==> src/design/sexp_pkg.sv <==
// ----------------------------------------------------------------------------
// Sensor exposure timing control package
// Widths, register codes, state and operation types, command and status words.
// ----------------------------------------------------------------------------
package sexp_pkg;

  localparam int unsigned VAL_W      = 40;
  localparam int unsigned MUL_A_W    = 40;
  localparam int unsigned MUL_B_W    = 32;
  localparam int unsigned PROD_W     = 72;
  localparam int unsigned DIVR_W     = 56;
  localparam int unsigned WORD_W     = 24;
  localparam int unsigned LINE_W     = 20;
  localparam int unsigned ADDR_W     = 16;
  localparam int unsigned BYTE_W     = 8;
  localparam int unsigned CFG_IDX_W  = 3;
  localparam int unsigned CFG_DATA_W = 40;

  localparam int unsigned MUL_STEPS  = 32;
  localparam int unsigned MUL_CNT_W  = 5;
  localparam int unsigned DIV_STEPS  = 72;
  localparam int unsigned DIV_CNT_W  = 7;

  localparam logic [LINE_W-1:0]  MIN_FRAME    = 20'd2250;
  localparam logic [LINE_W-1:0]  MAX_FRAME    = 20'hFFFFF;
  localparam logic [LINE_W-1:0]  MIN_LINES    = 20'd4;
  localparam logic [LINE_W-1:0]  MIN_SHUTTER  = 20'd8;
  localparam logic [MUL_B_W-1:0] GAIN_MAX     = 32'd100;
  localparam logic [MUL_B_W-1:0] GAIN_DB      = 32'd30;

  localparam logic [ADDR_W-1:0]  ADDR_HOLD    = 16'h3001;
  localparam logic [ADDR_W-1:0]  ADDR_FRAME   = 16'h3024;
  localparam logic [ADDR_W-1:0]  ADDR_SHUTTER = 16'h3050;
  localparam logic [ADDR_W-1:0]  ADDR_GAIN    = 16'h3090;

  typedef enum logic [1:0] {
    OP_GAIN  = 2'd0,
    OP_EXPO  = 2'd1,
    OP_FRAME = 2'd2,
    OP_HOLD  = 2'd3
  } op_e;

  typedef enum logic [CFG_IDX_W-1:0] {
    CFG_PCLK       = 3'd0,
    CFG_LINE_LEN   = 3'd1,
    CFG_RATE_SCALE = 3'd2,
    CFG_EXP_SCALE  = 3'd3,
    CFG_GAIN_SCALE = 3'd4,
    CFG_GAIN_FLOOR = 3'd5,
    CFG_GAIN_CEIL  = 3'd6
  } cfg_idx_e;

  typedef enum logic [3:0] {
    ST_IDLE,
    ST_CHECK,
    ST_MUL1,
    ST_MUL2,
    ST_DSTART,
    ST_DIV,
    ST_FIN,
    ST_EMIT,
    ST_REEXP
  } state_e;

  typedef struct packed {
    logic load;
    logic reexp;
    logic set_reject;
    logic set_hold;
    logic mul_start;
    logic mul_sel;
    logic store_x;
    logic store_y;
    logic div_start;
    logic finish;
    logic out_load;
  } cmd_t;

  typedef struct packed {
    logic reject;
    logic hold;
    logic mul_done;
    logic div_done;
    logic emit_last;
    logic more;
  } status_t;

endpackage

==> src/design/sexp_if.sv <==
// ----------------------------------------------------------------------------
// Sensor exposure timing control channels
// Request channel and register write channel, valid/ready handshake.
// ----------------------------------------------------------------------------
interface sexp_req_if;
  logic                        valid;
  logic                        ready;
  logic [1:0]                  req_type;
  logic [sexp_pkg::VAL_W-1:0]  req_value;

  modport source (output valid, output req_type, output req_value, input ready);
  modport sink   (input valid, input req_type, input req_value, output ready);
endinterface

interface sexp_res_if;
  logic                         valid;
  logic                         ready;
  logic [sexp_pkg::ADDR_W-1:0]  reg_addr;
  logic [sexp_pkg::BYTE_W-1:0]  reg_byte;
  logic                         status;
  logic                         last;

  modport source (output valid, output reg_addr, output reg_byte, output status,
                  output last, input ready);
  modport sink   (input valid, input reg_addr, input reg_byte, input status,
                  input last, output ready);
endinterface

==> src/design/sexp_mul.sv <==
// ----------------------------------------------------------------------------
// Sequential multiplier
// Shift-and-add, one bit of the B operand per cycle.
// ----------------------------------------------------------------------------
module sexp_mul (
  input  logic                          clk_i,
  input  logic                          rst_ni,
  input  logic                          start_i,
  input  logic [sexp_pkg::MUL_A_W-1:0]  a_i,
  input  logic [sexp_pkg::MUL_B_W-1:0]  b_i,
  output logic                          done_o,
  output logic [sexp_pkg::PROD_W-1:0]   prod_o
);

  logic                             busy_q, busy_d;
  logic                             done_q, done_d;
  logic [sexp_pkg::MUL_CNT_W-1:0]   cnt_q, cnt_d;
  logic [sexp_pkg::PROD_W-1:0]      acc_q, acc_d;
  logic [sexp_pkg::PROD_W-1:0]      a_q, a_d;
  logic [sexp_pkg::MUL_B_W-1:0]     b_q, b_d;

  // Load operands or advance one bit
  always_comb begin
    busy_d = busy_q;
    done_d = 1'b0;
    cnt_d  = cnt_q;
    acc_d  = acc_q;
    a_d    = a_q;
    b_d    = b_q;
    if (start_i) begin
      busy_d = 1'b1;
      cnt_d  = '0;
      acc_d  = '0;
      a_d    = {{(sexp_pkg::PROD_W - sexp_pkg::MUL_A_W){1'b0}}, a_i};
      b_d    = b_i;
    end else if (busy_q) begin
      if (b_q[0]) begin
        acc_d = acc_q + a_q;
      end
      a_d   = {a_q[sexp_pkg::PROD_W-2:0], 1'b0};
      b_d   = {1'b0, b_q[sexp_pkg::MUL_B_W-1:1]};
      cnt_d = cnt_q + 1'b1;
      if (cnt_q == sexp_pkg::MUL_CNT_W'(sexp_pkg::MUL_STEPS - 1)) begin
        busy_d = 1'b0;
        done_d = 1'b1;
      end
    end
  end

  always_ff @(posedge clk_i or negedge rst_ni) begin
    if (!rst_ni) begin
      busy_q <= 1'b0;
      done_q <= 1'b0;
      cnt_q  <= '0;
    end else begin
      busy_q <= busy_d;
      done_q <= done_d;
      cnt_q  <= cnt_d;
    end
  end

  always_ff @(posedge clk_i) begin
    acc_q <= acc_d;
    a_q   <= a_d;
    b_q   <= b_d;
  end

  assign done_o = done_q;
  assign prod_o = acc_q;

endmodule

==> src/design/sexp_div.sv <==
// ----------------------------------------------------------------------------
// Sequential divider
// Restoring division, one quotient bit per cycle; divisor must be nonzero.
// ----------------------------------------------------------------------------
module sexp_div (
  input  logic                          clk_i,
  input  logic                          rst_ni,
  input  logic                          start_i,
  input  logic [sexp_pkg::PROD_W-1:0]   num_i,
  input  logic [sexp_pkg::DIVR_W-1:0]   den_i,
  output logic                          done_o,
  output logic [sexp_pkg::PROD_W-1:0]   quo_o
);

  logic                             busy_q, busy_d;
  logic                             done_q, done_d;
  logic [sexp_pkg::DIV_CNT_W-1:0]   cnt_q, cnt_d;
  logic [sexp_pkg::DIVR_W-1:0]      rem_q, rem_d;
  logic [sexp_pkg::PROD_W-1:0]      quo_q, quo_d;
  logic [sexp_pkg::DIVR_W-1:0]      den_q, den_d;
  logic [sexp_pkg::DIVR_W:0]        trial;
  logic [sexp_pkg::DIVR_W:0]        diff;
  logic                             take;

  // Shift in the next dividend bit and try the subtraction
  always_comb begin
    trial  = {rem_q, quo_q[sexp_pkg::PROD_W-1]};
    diff   = trial - {1'b0, den_q};
    take   = (trial >= {1'b0, den_q});
    busy_d = busy_q;
    done_d = 1'b0;
    cnt_d  = cnt_q;
    rem_d  = rem_q;
    quo_d  = quo_q;
    den_d  = den_q;
    if (start_i) begin
      busy_d = 1'b1;
      cnt_d  = '0;
      rem_d  = '0;
      quo_d  = num_i;
      den_d  = den_i;
    end else if (busy_q) begin
      rem_d = take ? diff[sexp_pkg::DIVR_W-1:0] : trial[sexp_pkg::DIVR_W-1:0];
      quo_d = {quo_q[sexp_pkg::PROD_W-2:0], take};
      cnt_d = cnt_q + 1'b1;
      if (cnt_q == sexp_pkg::DIV_CNT_W'(sexp_pkg::DIV_STEPS - 1)) begin
        busy_d = 1'b0;
        done_d = 1'b1;
      end
    end
  end

  always_ff @(posedge clk_i or negedge rst_ni) begin
    if (!rst_ni) begin
      busy_q <= 1'b0;
      done_q <= 1'b0;
      cnt_q  <= '0;
    end else begin
      busy_q <= busy_d;
      done_q <= done_d;
      cnt_q  <= cnt_d;
    end
  end

  always_ff @(posedge clk_i) begin
    rem_q <= rem_d;
    quo_q <= quo_d;
    den_q <= den_d;
  end

  assign done_o = done_q;
  assign quo_o  = quo_q;

endmodule

==> src/design/sexp_dp.sv <==
// ----------------------------------------------------------------------------
// Sensor exposure timing datapath
// Settings, frame and exposure state, operand selection, arithmetic units
// and the output word register.
// ----------------------------------------------------------------------------
module sexp_dp (
  input  logic                              clk_i,
  input  logic                              rst_ni,
  input  sexp_pkg::cmd_t                    cmd_i,
  output sexp_pkg::status_t                 status_o,
  input  logic [1:0]                        req_type_i,
  input  logic [sexp_pkg::VAL_W-1:0]        req_value_i,
  input  logic                              cfg_we_i,
  input  logic [sexp_pkg::CFG_IDX_W-1:0]    cfg_idx_i,
  input  logic [sexp_pkg::CFG_DATA_W-1:0]   cfg_data_i,
  output logic [sexp_pkg::ADDR_W-1:0]       reg_addr_o,
  output logic [sexp_pkg::BYTE_W-1:0]       reg_byte_o,
  output logic                              status_bit_o,
  output logic                              last_o
);

  // Settings
  logic [31:0]                     pclk_q;
  logic [15:0]                     line_len_q;
  logic [19:0]                     rate_scale_q;
  logic [19:0]                     exp_scale_q;
  logic [19:0]                     gain_scale_q;
  logic [sexp_pkg::VAL_W-1:0]      gain_floor_q;
  logic [sexp_pkg::VAL_W-1:0]      gain_ceil_q;

  // Sensor state
  logic [sexp_pkg::LINE_W-1:0]     frame_lines_q, frame_lines_d;
  logic [sexp_pkg::VAL_W-1:0]      last_exp_q, last_exp_d;

  // Request and working registers
  sexp_pkg::op_e                   op_q;
  logic [sexp_pkg::VAL_W-1:0]      val_q;
  logic [sexp_pkg::VAL_W-1:0]      val_load;
  logic [sexp_pkg::PROD_W-1:0]     x_q;
  logic [sexp_pkg::DIVR_W-1:0]     y_q;

  // Write batch
  logic [sexp_pkg::WORD_W-1:0]     word_q, word_d;
  logic [sexp_pkg::ADDR_W-1:0]     base_q, base_d;
  logic [1:0]                      last_idx_q, last_idx_d;
  logic [1:0]                      k_q;
  logic                            rej_q, rej_d;
  logic                            more_q, more_d;

  // Output word
  logic [sexp_pkg::ADDR_W-1:0]     out_addr_q;
  logic [sexp_pkg::BYTE_W-1:0]     out_byte_q;
  logic                            out_rej_q;
  logic                            out_last_q;
  logic [sexp_pkg::BYTE_W-1:0]     cur_byte;

  // Arithmetic units
  logic [sexp_pkg::MUL_A_W-1:0]    mul_a;
  logic [sexp_pkg::MUL_B_W-1:0]    mul_b;
  logic                            mul_done;
  logic [sexp_pkg::PROD_W-1:0]     prod;
  logic                            div_done;
  logic [sexp_pkg::PROD_W-1:0]     quo;

  // Result shaping
  logic [6:0]                      gain_val;
  logic [sexp_pkg::LINE_W-1:0]     frame_val;
  logic [sexp_pkg::LINE_W-1:0]     max_lines;
  logic [sexp_pkg::LINE_W-1:0]     lines;
  logic [sexp_pkg::LINE_W-1:0]     shutter;
  logic                            reject;

  sexp_mul u_mul (
    .clk_i   (clk_i),
    .rst_ni  (rst_ni),
    .start_i (cmd_i.mul_start),
    .a_i     (mul_a),
    .b_i     (mul_b),
    .done_o  (mul_done),
    .prod_o  (prod)
  );

  sexp_div u_div (
    .clk_i   (clk_i),
    .rst_ni  (rst_ni),
    .start_i (cmd_i.div_start),
    .num_i   (x_q),
    .den_i   (y_q),
    .done_o  (div_done),
    .quo_o   (quo)
  );

  // Write settings
  always_ff @(posedge clk_i or negedge rst_ni) begin
    if (!rst_ni) begin
      pclk_q       <= '0;
      line_len_q   <= '0;
      rate_scale_q <= 20'd1000000;
      exp_scale_q  <= 20'd1000000;
      gain_scale_q <= 20'd1;
      gain_floor_q <= '0;
      gain_ceil_q  <= 40'd30;
    end else if (cfg_we_i) begin
      case (cfg_idx_i)
        sexp_pkg::CFG_PCLK:       pclk_q       <= cfg_data_i[31:0];
        sexp_pkg::CFG_LINE_LEN:   line_len_q   <= cfg_data_i[15:0];
        sexp_pkg::CFG_RATE_SCALE: rate_scale_q <= cfg_data_i[19:0];
        sexp_pkg::CFG_EXP_SCALE:  exp_scale_q  <= cfg_data_i[19:0];
        sexp_pkg::CFG_GAIN_SCALE: gain_scale_q <= cfg_data_i[19:0];
        sexp_pkg::CFG_GAIN_FLOOR: gain_floor_q <= cfg_data_i;
        sexp_pkg::CFG_GAIN_CEIL:  gain_ceil_q  <= cfg_data_i;
        default: ;
      endcase
    end
  end

  // Clamp gain requests to the limits, floor first
  always_comb begin
    val_load = req_value_i;
    if (req_type_i == sexp_pkg::OP_GAIN) begin
      priority if (req_value_i < gain_floor_q) begin
        val_load = gain_floor_q;
      end else if (req_value_i > gain_ceil_q) begin
        val_load = gain_ceil_q;
      end else begin
        val_load = req_value_i;
      end
    end
  end

  // Pick multiplier operands for the first and second product
  always_comb begin
    mul_a = '0;
    mul_b = '0;
    unique case (op_q)
      sexp_pkg::OP_GAIN: begin
        mul_a = cmd_i.mul_sel ? {20'd0, gain_scale_q} : val_q;
        mul_b = cmd_i.mul_sel ? sexp_pkg::GAIN_DB : sexp_pkg::GAIN_MAX;
      end
      sexp_pkg::OP_FRAME: begin
        mul_a = cmd_i.mul_sel ? val_q : {8'd0, pclk_q};
        mul_b = cmd_i.mul_sel ? {16'd0, line_len_q} : {12'd0, rate_scale_q};
      end
      sexp_pkg::OP_EXPO: begin
        mul_a = cmd_i.mul_sel ? {20'd0, exp_scale_q} : val_q;
        mul_b = cmd_i.mul_sel ? {16'd0, line_len_q} : pclk_q;
      end
      sexp_pkg::OP_HOLD: begin
        mul_a = '0;
        mul_b = '0;
      end
    endcase
  end

  // Reject checks on zero divisors and bad settings
  always_comb begin
    reject = 1'b0;
    unique case (op_q)
      sexp_pkg::OP_GAIN:  reject = (gain_scale_q == '0);
      sexp_pkg::OP_EXPO:  reject = (pclk_q == '0) || (exp_scale_q == '0) ||
                                   (line_len_q == '0);
      sexp_pkg::OP_FRAME: reject = (val_q == '0) || (line_len_q == '0);
      sexp_pkg::OP_HOLD:  reject = 1'b0;
    endcase
  end

  // Shape the quotient into the register value
  always_comb begin
    gain_val  = (quo > sexp_pkg::PROD_W'(sexp_pkg::GAIN_MAX)) ?
                sexp_pkg::GAIN_MAX[6:0] : quo[6:0];
    frame_val = quo[sexp_pkg::LINE_W-1:0];
    if (quo < sexp_pkg::PROD_W'(sexp_pkg::MIN_FRAME)) begin
      frame_val = sexp_pkg::MIN_FRAME;
    end else if (quo > sexp_pkg::PROD_W'(sexp_pkg::MAX_FRAME)) begin
      frame_val = sexp_pkg::MAX_FRAME;
    end
    max_lines = frame_lines_q - sexp_pkg::MIN_SHUTTER;
    lines     = quo[sexp_pkg::LINE_W-1:0];
    if (quo < sexp_pkg::PROD_W'(sexp_pkg::MIN_LINES)) begin
      lines = sexp_pkg::MIN_LINES;
    end else if (quo > sexp_pkg::PROD_W'(max_lines)) begin
      lines = max_lines;
    end
    shutter = frame_lines_q - lines;
  end

  // Set up the next batch of writes
  always_comb begin
    word_d        = word_q;
    base_d        = base_q;
    last_idx_d    = last_idx_q;
    rej_d         = rej_q;
    more_d        = more_q;
    frame_lines_d = frame_lines_q;
    last_exp_d    = last_exp_q;
    if (cmd_i.load || cmd_i.reexp) begin
      more_d = 1'b0;
    end
    if (cmd_i.set_reject) begin
      word_d     = '0;
      base_d     = '0;
      last_idx_d = 2'd0;
      rej_d      = 1'b1;
      more_d     = 1'b0;
    end
    if (cmd_i.set_hold) begin
      word_d     = {{(sexp_pkg::WORD_W-1){1'b0}}, (val_q != '0)};
      base_d     = sexp_pkg::ADDR_HOLD;
      last_idx_d = 2'd0;
      rej_d      = 1'b0;
      more_d     = 1'b0;
    end
    if (cmd_i.finish) begin
      rej_d = 1'b0;
      unique case (op_q)
        sexp_pkg::OP_GAIN: begin
          word_d     = {{(sexp_pkg::WORD_W-7){1'b0}}, gain_val};
          base_d     = sexp_pkg::ADDR_GAIN;
          last_idx_d = 2'd1;
          more_d     = 1'b0;
        end
        sexp_pkg::OP_FRAME: begin
          word_d        = {{(sexp_pkg::WORD_W-sexp_pkg::LINE_W){1'b0}}, frame_val};
          base_d        = sexp_pkg::ADDR_FRAME;
          last_idx_d    = 2'd2;
          frame_lines_d = frame_val;
          more_d        = (last_exp_q != '0);
        end
        sexp_pkg::OP_EXPO: begin
          word_d     = {{(sexp_pkg::WORD_W-sexp_pkg::LINE_W){1'b0}}, shutter};
          base_d     = sexp_pkg::ADDR_SHUTTER;
          last_idx_d = 2'd2;
          last_exp_d = val_q;
          more_d     = 1'b0;
        end
        sexp_pkg::OP_HOLD: begin
          more_d = 1'b0;
        end
      endcase
    end
  end

  // Byte of the batch word for the current index
  always_comb begin
    unique case (k_q)
      2'd0:    cur_byte = word_q[7:0];
      2'd1:    cur_byte = word_q[15:8];
      default: cur_byte = word_q[23:16];
    endcase
  end

  // Control and state registers
  always_ff @(posedge clk_i or negedge rst_ni) begin
    if (!rst_ni) begin
      frame_lines_q <= sexp_pkg::MIN_FRAME;
      last_exp_q    <= '0;
      op_q          <= sexp_pkg::OP_GAIN;
      last_idx_q    <= '0;
      k_q           <= '0;
      rej_q         <= 1'b0;
      more_q        <= 1'b0;
    end else begin
      frame_lines_q <= frame_lines_d;
      last_exp_q    <= last_exp_d;
      last_idx_q    <= last_idx_d;
      rej_q         <= rej_d;
      more_q        <= more_d;
      if (cmd_i.load) begin
        op_q <= sexp_pkg::op_e'(req_type_i);
      end else if (cmd_i.reexp) begin
        op_q <= sexp_pkg::OP_EXPO;
      end
      if (cmd_i.set_reject || cmd_i.set_hold || cmd_i.finish) begin
        k_q <= '0;
      end else if (cmd_i.out_load) begin
        k_q <= k_q + 2'd1;
      end
    end
  end

  // Payload registers
  always_ff @(posedge clk_i) begin
    if (cmd_i.load) begin
      val_q <= val_load;
    end else if (cmd_i.reexp) begin
      val_q <= last_exp_q;
    end
    if (cmd_i.store_x && mul_done) begin
      x_q <= prod;
    end
    if (cmd_i.store_y && mul_done) begin
      y_q <= prod[sexp_pkg::DIVR_W-1:0];
    end
    word_q <= word_d;
    base_q <= base_d;
    if (cmd_i.out_load) begin
      out_addr_q <= base_q + {{(sexp_pkg::ADDR_W-2){1'b0}}, k_q};
      out_byte_q <= cur_byte;
      out_rej_q  <= rej_q;
      out_last_q <= (k_q == last_idx_q) && !more_q;
    end
  end

  assign status_o.reject    = reject;
  assign status_o.hold      = (op_q == sexp_pkg::OP_HOLD);
  assign status_o.mul_done  = mul_done;
  assign status_o.div_done  = div_done;
  assign status_o.emit_last = (k_q == last_idx_q);
  assign status_o.more      = more_q;

  assign reg_addr_o   = out_addr_q;
  assign reg_byte_o   = out_byte_q;
  assign status_bit_o = out_rej_q;
  assign last_o       = out_last_q;

endmodule

==> src/design/sexp_ctrl.sv <==
// ----------------------------------------------------------------------------
// Sensor exposure timing controller
// Sequences check, two products, the division and the byte writes.
// ----------------------------------------------------------------------------
module sexp_ctrl (
  input  logic               clk_i,
  input  logic               rst_ni,
  input  logic               in_valid_i,
  output logic               in_ready_o,
  output logic               out_valid_o,
  input  logic               out_ready_i,
  input  sexp_pkg::status_t  status_i,
  output sexp_pkg::cmd_t     cmd_o
);

  sexp_pkg::state_e state_q, state_d;
  logic             out_valid_q, out_valid_d;
  logic             out_free;

  assign out_free = !out_valid_q || out_ready_i;

  // Next state
  always_comb begin
    state_d = state_q;
    unique case (state_q)
      sexp_pkg::ST_IDLE:   if (in_valid_i) state_d = sexp_pkg::ST_CHECK;
      sexp_pkg::ST_CHECK: begin
        if (status_i.reject || status_i.hold) begin
          state_d = sexp_pkg::ST_EMIT;
        end else begin
          state_d = sexp_pkg::ST_MUL1;
        end
      end
      sexp_pkg::ST_MUL1:   if (status_i.mul_done) state_d = sexp_pkg::ST_MUL2;
      sexp_pkg::ST_MUL2:   if (status_i.mul_done) state_d = sexp_pkg::ST_DSTART;
      sexp_pkg::ST_DSTART: state_d = sexp_pkg::ST_DIV;
      sexp_pkg::ST_DIV:    if (status_i.div_done) state_d = sexp_pkg::ST_FIN;
      sexp_pkg::ST_FIN:    state_d = sexp_pkg::ST_EMIT;
      sexp_pkg::ST_EMIT: begin
        if (out_free && status_i.emit_last) begin
          state_d = status_i.more ? sexp_pkg::ST_REEXP : sexp_pkg::ST_IDLE;
        end
      end
      sexp_pkg::ST_REEXP:  state_d = sexp_pkg::ST_CHECK;
      default:             state_d = sexp_pkg::ST_IDLE;
    endcase
  end

  // Commands to the datapath
  always_comb begin
    cmd_o      = '0;
    in_ready_o = 1'b0;
    unique case (state_q)
      sexp_pkg::ST_IDLE: begin
        in_ready_o = 1'b1;
        cmd_o.load = in_valid_i;
      end
      sexp_pkg::ST_CHECK: begin
        priority if (status_i.reject) begin
          cmd_o.set_reject = 1'b1;
        end else if (status_i.hold) begin
          cmd_o.set_hold = 1'b1;
        end else begin
          cmd_o.mul_start = 1'b1;
        end
      end
      sexp_pkg::ST_MUL1: begin
        cmd_o.store_x   = 1'b1;
        cmd_o.mul_sel   = status_i.mul_done;
        cmd_o.mul_start = status_i.mul_done;
      end
      sexp_pkg::ST_MUL2: begin
        cmd_o.store_y = 1'b1;
        cmd_o.mul_sel = 1'b1;
      end
      sexp_pkg::ST_DSTART: cmd_o.div_start = 1'b1;
      sexp_pkg::ST_DIV:    ;
      sexp_pkg::ST_FIN:    cmd_o.finish = 1'b1;
      sexp_pkg::ST_EMIT:   cmd_o.out_load = out_free;
      sexp_pkg::ST_REEXP:  cmd_o.reexp = 1'b1;
      default:             ;
    endcase
  end

  // Hold the output word until taken
  always_comb begin
    out_valid_d = out_valid_q;
    if (cmd_o.out_load) begin
      out_valid_d = 1'b1;
    end else if (out_ready_i) begin
      out_valid_d = 1'b0;
    end
  end

  always_ff @(posedge clk_i or negedge rst_ni) begin
    if (!rst_ni) begin
      state_q     <= sexp_pkg::ST_IDLE;
      out_valid_q <= 1'b0;
    end else begin
      state_q     <= state_d;
      out_valid_q <= out_valid_d;
    end
  end

  assign out_valid_o = out_valid_q;

endmodule

==> src/design/sensor_exposure_timing_control.sv <==
// Gain, exposure and frame rate requests pass through two products and a division
// before the first write word, then give one word per cycle while the output is taken;
// a frame rate request that re-derives the exposure runs this sequence twice.
// Group hold and rejected requests skip the arithmetic and give their single word.
// One request at a time; the next is taken while the last word waits at the output.
// Reset (asynchronous, active low) restores settings, frame lines 2250, exposure 0.
// ----------------------------------------------------------------------------
// Sensor exposure timing control
// Turns gain, exposure, frame rate and group hold requests into sensor
// register byte writes.
// ----------------------------------------------------------------------------
module sensor_exposure_timing_control (
  input  logic                              clk_i,
  input  logic                              rst_ni,
  sexp_req_if.sink                          req,
  sexp_res_if.source                        res,
  input  logic                              cfg_we_i,
  input  logic [sexp_pkg::CFG_IDX_W-1:0]    cfg_idx_i,
  input  logic [sexp_pkg::CFG_DATA_W-1:0]   cfg_data_i
);

  sexp_pkg::cmd_t    cmd;
  sexp_pkg::status_t status;

  sexp_ctrl u_ctrl (
    .clk_i       (clk_i),
    .rst_ni      (rst_ni),
    .in_valid_i  (req.valid),
    .in_ready_o  (req.ready),
    .out_valid_o (res.valid),
    .out_ready_i (res.ready),
    .status_i    (status),
    .cmd_o       (cmd)
  );

  sexp_dp u_dp (
    .clk_i        (clk_i),
    .rst_ni       (rst_ni),
    .cmd_i        (cmd),
    .status_o     (status),
    .req_type_i   (req.req_type),
    .req_value_i  (req.req_value),
    .cfg_we_i     (cfg_we_i),
    .cfg_idx_i    (cfg_idx_i),
    .cfg_data_i   (cfg_data_i),
    .reg_addr_o   (res.reg_addr),
    .reg_byte_o   (res.reg_byte),
    .status_bit_o (res.status),
    .last_o       (res.last)
  );

  // Accepted request keeps the block busy in the next cycle
  a_busy_after_accept: assert property (@(posedge clk_i) disable iff (!rst_ni)
    req.valid && req.ready |=> !req.ready)
    else $error("request taken while busy");

  // A rejected word is empty and is the final word of its request
  a_reject_word: assert property (@(posedge clk_i) disable iff (!rst_ni)
    res.valid && res.status |-> res.last && res.reg_addr == '0 && res.reg_byte == '0)
    else $error("malformed reject word");

  // Multiplier and divider never finish together
  a_unit_done: assert property (@(posedge clk_i) disable iff (!rst_ni)
    !(status.mul_done && status.div_done))
    else $error("arithmetic units overlap");

endmodule

==> src/flat_wrapper.sv <==
// flat-port wrapper written by rule: the top's interface ports become plain ports
module sensor_exposure_timing_control_flat 
  (clk_i, rst_ni, cfg_we_i, cfg_idx_i, cfg_data_i, req_valid, req_req_type, req_req_value, req_ready, res_valid, res_reg_addr, res_reg_byte, res_status, res_last, res_ready);
  sexp_req_if req_i ();
  sexp_res_if res_i ();
  input  logic clk_i;
  input  logic rst_ni;
  input  logic cfg_we_i;
  input  logic [sexp_pkg::CFG_IDX_W-1:0] cfg_idx_i;
  input  logic [sexp_pkg::CFG_DATA_W-1:0] cfg_data_i;
  input wire logic [$bits(req_i.valid)-1:0] req_valid;
  input wire logic [$bits(req_i.req_type)-1:0] req_req_type;
  input wire logic [$bits(req_i.req_value)-1:0] req_req_value;
  output wire logic [$bits(req_i.ready)-1:0] req_ready;
  output wire logic [$bits(res_i.valid)-1:0] res_valid;
  output wire logic [$bits(res_i.reg_addr)-1:0] res_reg_addr;
  output wire logic [$bits(res_i.reg_byte)-1:0] res_reg_byte;
  output wire logic [$bits(res_i.status)-1:0] res_status;
  output wire logic [$bits(res_i.last)-1:0] res_last;
  input wire logic [$bits(res_i.ready)-1:0] res_ready;
  assign req_i.valid = req_valid;
  assign req_i.req_type = req_req_type;
  assign req_i.req_value = req_req_value;
  assign req_ready = req_i.ready;
  assign res_valid = res_i.valid;
  assign res_reg_addr = res_i.reg_addr;
  assign res_reg_byte = res_i.reg_byte;
  assign res_status = res_i.status;
  assign res_last = res_i.last;
  assign res_i.ready = res_ready;
  sensor_exposure_timing_control u_core (.clk_i(clk_i), .rst_ni(rst_ni), .req(req_i), .res(res_i), .cfg_we_i(cfg_we_i), .cfg_idx_i(cfg_idx_i), .cfg_data_i(cfg_data_i));
endmodule
==> config.mk <==
export PLATFORM = sky130hd
export DESIGN_NAME = sensor_exposure_timing_control_flat
export DESIGN_NICKNAME = d
export VERILOG_FILES = /design/src/design/sexp_pkg.sv /design/src/design/sexp_if.sv /design/src/design/sexp_mul.sv /design/src/design/sexp_div.sv /design/src/design/sexp_dp.sv /design/src/design/sexp_ctrl.sv /design/src/design/sensor_exposure_timing_control.sv /design/src/flat_wrapper.sv
export SDC_FILE = /design/constraint.sdc
export NUM_CORES = 2
export LEC_CHECK = 0
export BUFFER_PORTS_ARGS = -buffer_cell sky130_fd_sc_hd__buf_4
export CAP_MARGIN = 20
export CORE_MARGIN = 2
export CORE_UTILIZATION = 70
export CTS_BUF_LIST = sky130_fd_sc_hd__clkbuf_4
export DETAILED_ROUTE_END_ITERATION = 10
export PLACE_DENSITY = 0.88
export SLEW_MARGIN = 5
export SYNTH_ARGS = -nofsm -noshare
export SYNTH_HDL_FRONTEND = slang
export SYNTH_HIERARCHICAL = 1
export SYNTH_SLANG_ARGS = --single-unit
==> constraint.sdc <==
create_clock -name clk_i -period 11.3 [get_ports clk_i]
set_input_delay 1.13 -clock clk_i [delete_from_list [all_inputs] [get_ports clk_i]]
set_output_delay 1.13 -clock clk_i [all_outputs]
set_load 0.02 [all_outputs]
==> results.md <==
- Status: finished clean
- DPL Wire Length: 84.7 mm
- CTS tree: done
- CTS resizes: 0
- First-pass GRT wire length: ~200 mm
- TNS Setup: 0 ns
- Critical Path RT: 12.24 ns
- Total congestion overflow: 0
- Clock-pin slew on the worst setup and hold paths: 0.08 ns
- CP Max Fanout: 39
- Setup violators final: 0
- Relative slew slack: 20.8%
- Syn. warnings: 6
- Initial antenna violation count: 5
- DR iter-0 viols: between 3,000 and 4,000
- Yosys cell types: 106
- Pins Over Slew Limit: 0
- Num CTS Buffers: 217
- Synth top area share: between 20% and 30%
- Initial core utilization: 70.5%
- Final hold viol count: 0
- GR Util All Layers: 35.1%
- Worst setup path class: flop to flop
- Gpl congestion: 0.973
- H-Tree Depth: 4
- DIE AREA: ~0.07 mm^2
- Layout Skew: 0.0881 ns
- Post-synth design cell area: 0.0472 mm^2
- Top cells by count, synth: nand2_1 (459), edfxtp_1 (394), mux2_2 (386)
- Max clock buf depth: 3
- Unrepaired setup endpoints after global routing: no
- Number of port buffers: 117
- Final worst hold slack: 0.250 ns
- Multi-input gate area: 0.0227 mm^2
- Area growth, synth to finish: 9.22%
- CP max stage cell: o311ai_0
- Final Cycle Share: a little over half
- Avg WL per Cell: 22.0 um
- Placeable Area: approximately 0.067 mm^2
- Top FF cell, synth: edfxtp_1
- Layout cells sized above 1: 21.9%
- Minimum clock period: 6.02 ns
- Synth Instances: 4,421
- Chip width: ~260 um
- Final net count: 4,913
- Critical path launch point type: flop
- Util after Layout: 77.0%
- Total power: 15.5 mW
- Post-Synthesis Net Count: 4,775
- Crit. End Element: flop
- Sequential Area: 0.0228 mm^2
- Fmax: 0.166 GHz
- Clock sink count: 871
- Most numerous cell in the Yosys netlist: nand2_1
- Rows: 95
- Post-route antenna net violation count: 0
- Power per cell area: 302 mW/mm^2
- Post-synthesis register bit count: about 870
- Drt total wl: 124 mm
- Slew at the pin with the worst max-slew slack: 1.18 ns
- Clk_lat worst skew: 1.12 ns
- Number of fill cells in the layout: 4,141
- R2r setup slk: approximately 5.3 ns
- Io pins: 118
- DRC Markers: 0
- Synth top area cells: edfxtp_1 (25%), dfrtp_1 (13%), mux2_2 (9.2%), dfxtp_1 (8.5%), ha_1 (6.9%)
- Fin cells: 5,631
- Worst hold path class: input port to flop
- Die Y: 264 um
- Dpl cells: 5,208
- Root Buffer: clkbuf_4
- Max cap viols: 0
- Via density: 6.60
- CP Data Arrival Time: 6.96 ns
- Area leader, netlist: edfxtp_1
- Post-synth EDFFs: 394
- Vias: 37,179
- Cell Chain, Critical Path: or3_1 > or3_1 > nor2_1 > nand2_1 > xor2_1 > ha_1 > and4_1 > nand3_1 > nor3_1 > o31ai_1 > a21boi_2 > buf_4 > mux2i_1 > or2_2 > ha_1 > o211ai_1 > a21oi_1 > o211ai_1 > a21oi_1 > nand3_1 > o2bb2ai_1 > o311ai_0 > xnor2_1 > o221ai_2
- Sequential-to-total area share from yosys stat: roughly 48%
- Number of global-route vias before repair: 36,430
- Largest stage delay, worst path: 0.48 ns
- Syn Area/Cell: 10.7 um^2
- Drt pass-1 iters: 6
- Asr flop ratio synth: about a third
- Largest net degree at the start of global routing: 97
- Leakage: around 22 nW
- Peak supply drop: a little under 0.0002 V
-- layout make-up --
class / instances / share of cell area (%)
clock inverters: 83 / 0.874
well taps: 873 / 2.12
clock buffers: 328 / 4.78
repair buffers: 163 / 2.49
multi-input cells: 3106 / 44.0
inverters: 200 / 1.46
flip-flops and latches: 871 / 44.2
diodes: 7 / 0.0340
-- through the flow --
stage                     instance area [um^2]  worst slack, ns
final                                    51600             5.28
after global routing                     51500             4.90
after CTS                                51500             5.34
after detailed placement                 48500             5.43
after global placement                   48500             5.56
after floorplan                          47200             4.44
-- sequential cells by signal, indices dropped and copies added (netlist names), 56 cells and up --
| register | count |
|---|---|
| u_core/u_dp/u_div/quo_o | 72 |
| u_core/u_dp/x_q | 72 |
| u_core/u_dp/y_q | 56 |
| u_core/u_dp/u_mul/prod_o | 72 |
| u_core/u_dp/u_div/rem_q | 56 |
| u_core/u_dp/u_div/den_q | 56 |
| u_core/u_dp/u_mul/a_q | 72 |
-- layer usage --
metal | vias to the layer above | routed length, um | track usage, %
li1 | 16846 | - | -
met1 | 17897 | 49800 | 46.9
met2 | 2032 | 57400 | 55.0
met3 | 404 | 11200 | 7.44
met4 | 0 | 5630 | 16.9
met5 | - | 0 | 0
-- logic make-up after synthesis --
logic type	after synthesis	share of synthesized area [%]
adder cells (fa/ha/maj)	264	7.06
buffers and inverters	444	3.78
multiplexers	431	10.2
XOR/XNOR	155	2.88
AO/OA/AOI/OAI	1042	15.4
AND/OR/NAND/NOR	1214	12.4
flip-flops	871	48.3
-- layout by cell type, fill, tap and decap left out, drive strengths merged, types with 16 or more instances in the layout --
cell type	instances
a21o	94
dfxtp	200
o211ai	43
a221oi	26
dfstp	24
a21oi	289
nor2	243
o221a	41
or3	16
clkbuf	328
ha	260
o22a	43
xor2	56
nand3	75
mux2i	45
clkinv	77
a211oi	25
nor4	69
a311oi	30
nand4	71
nor2b	37
nand2	459
o21bai	22
nor3	51
inv	202
o221ai	17
a22o	42
buf	162
dfrtp	253
a22oi	18
o21ai	164
edfxtp	394
mux2	386
and2	52
and3	32
a31oi	42
xnor2	99
o22ai	17
nand2b	46
a221o	18
-- final timing paths --
check                                                           from                                        to  cells after the start
min in group asynchronous                                     rst_ni   u_core/u_dp/gain_ceil_q[36]$_DFFE_PN0P_                      2
min                                                   cfg_data_i[36]  u_core/u_dp/gain_floor_q[36]$_DFFE_PN0P_                      2
min reg2reg                            u_core/u_dp/y_q[31]$_DFFE_PP_     u_core/u_dp/u_div/den_q[31]$_DFFE_PP_                      0
max reg2reg                u_core/u_dp/frame_lines_q[12]$_DFFE_PN0P_            u_core/u_dp/word_q[19]$_DFF_P_                     24
max                        u_core/u_dp/frame_lines_q[12]$_DFFE_PN0P_            u_core/u_dp/word_q[19]$_DFF_P_                     24
max in group asynchronous                                     rst_ni        u_core/u_dp/u_div/busy_q$_DFF_PN0_                      4
-- worst max-delay path: cells and delay by family (launching register included) --
family,cells,cell delay [ns]
and+or+nand+nor,9,2.10
AOI/OAI and AO/OA,9,1.84
adders and majority gates,2,0.62
DFF,1,0.45
buffers and inverters,1,0.37
xor gates and xnor gates,2,0.35
muxes,1,0.12
-- what timing repair did --
| action | CTS | global route |
|---|---|---|
| hold endpoints to repair | 52 | 0 |
| hold buffers | 1 | 0 |
| setup buffers | 0 | 0 |
-- where the power goes --
part           internal [mW]  leakage, nW  switching (mW)  total [mW]
clock                   1.41         1.73            1.35        2.75
combinational           3.09         11.3            4.19        7.28
sequential              4.55         8.82           0.959        5.51
(Power assumes the default switching activity.)
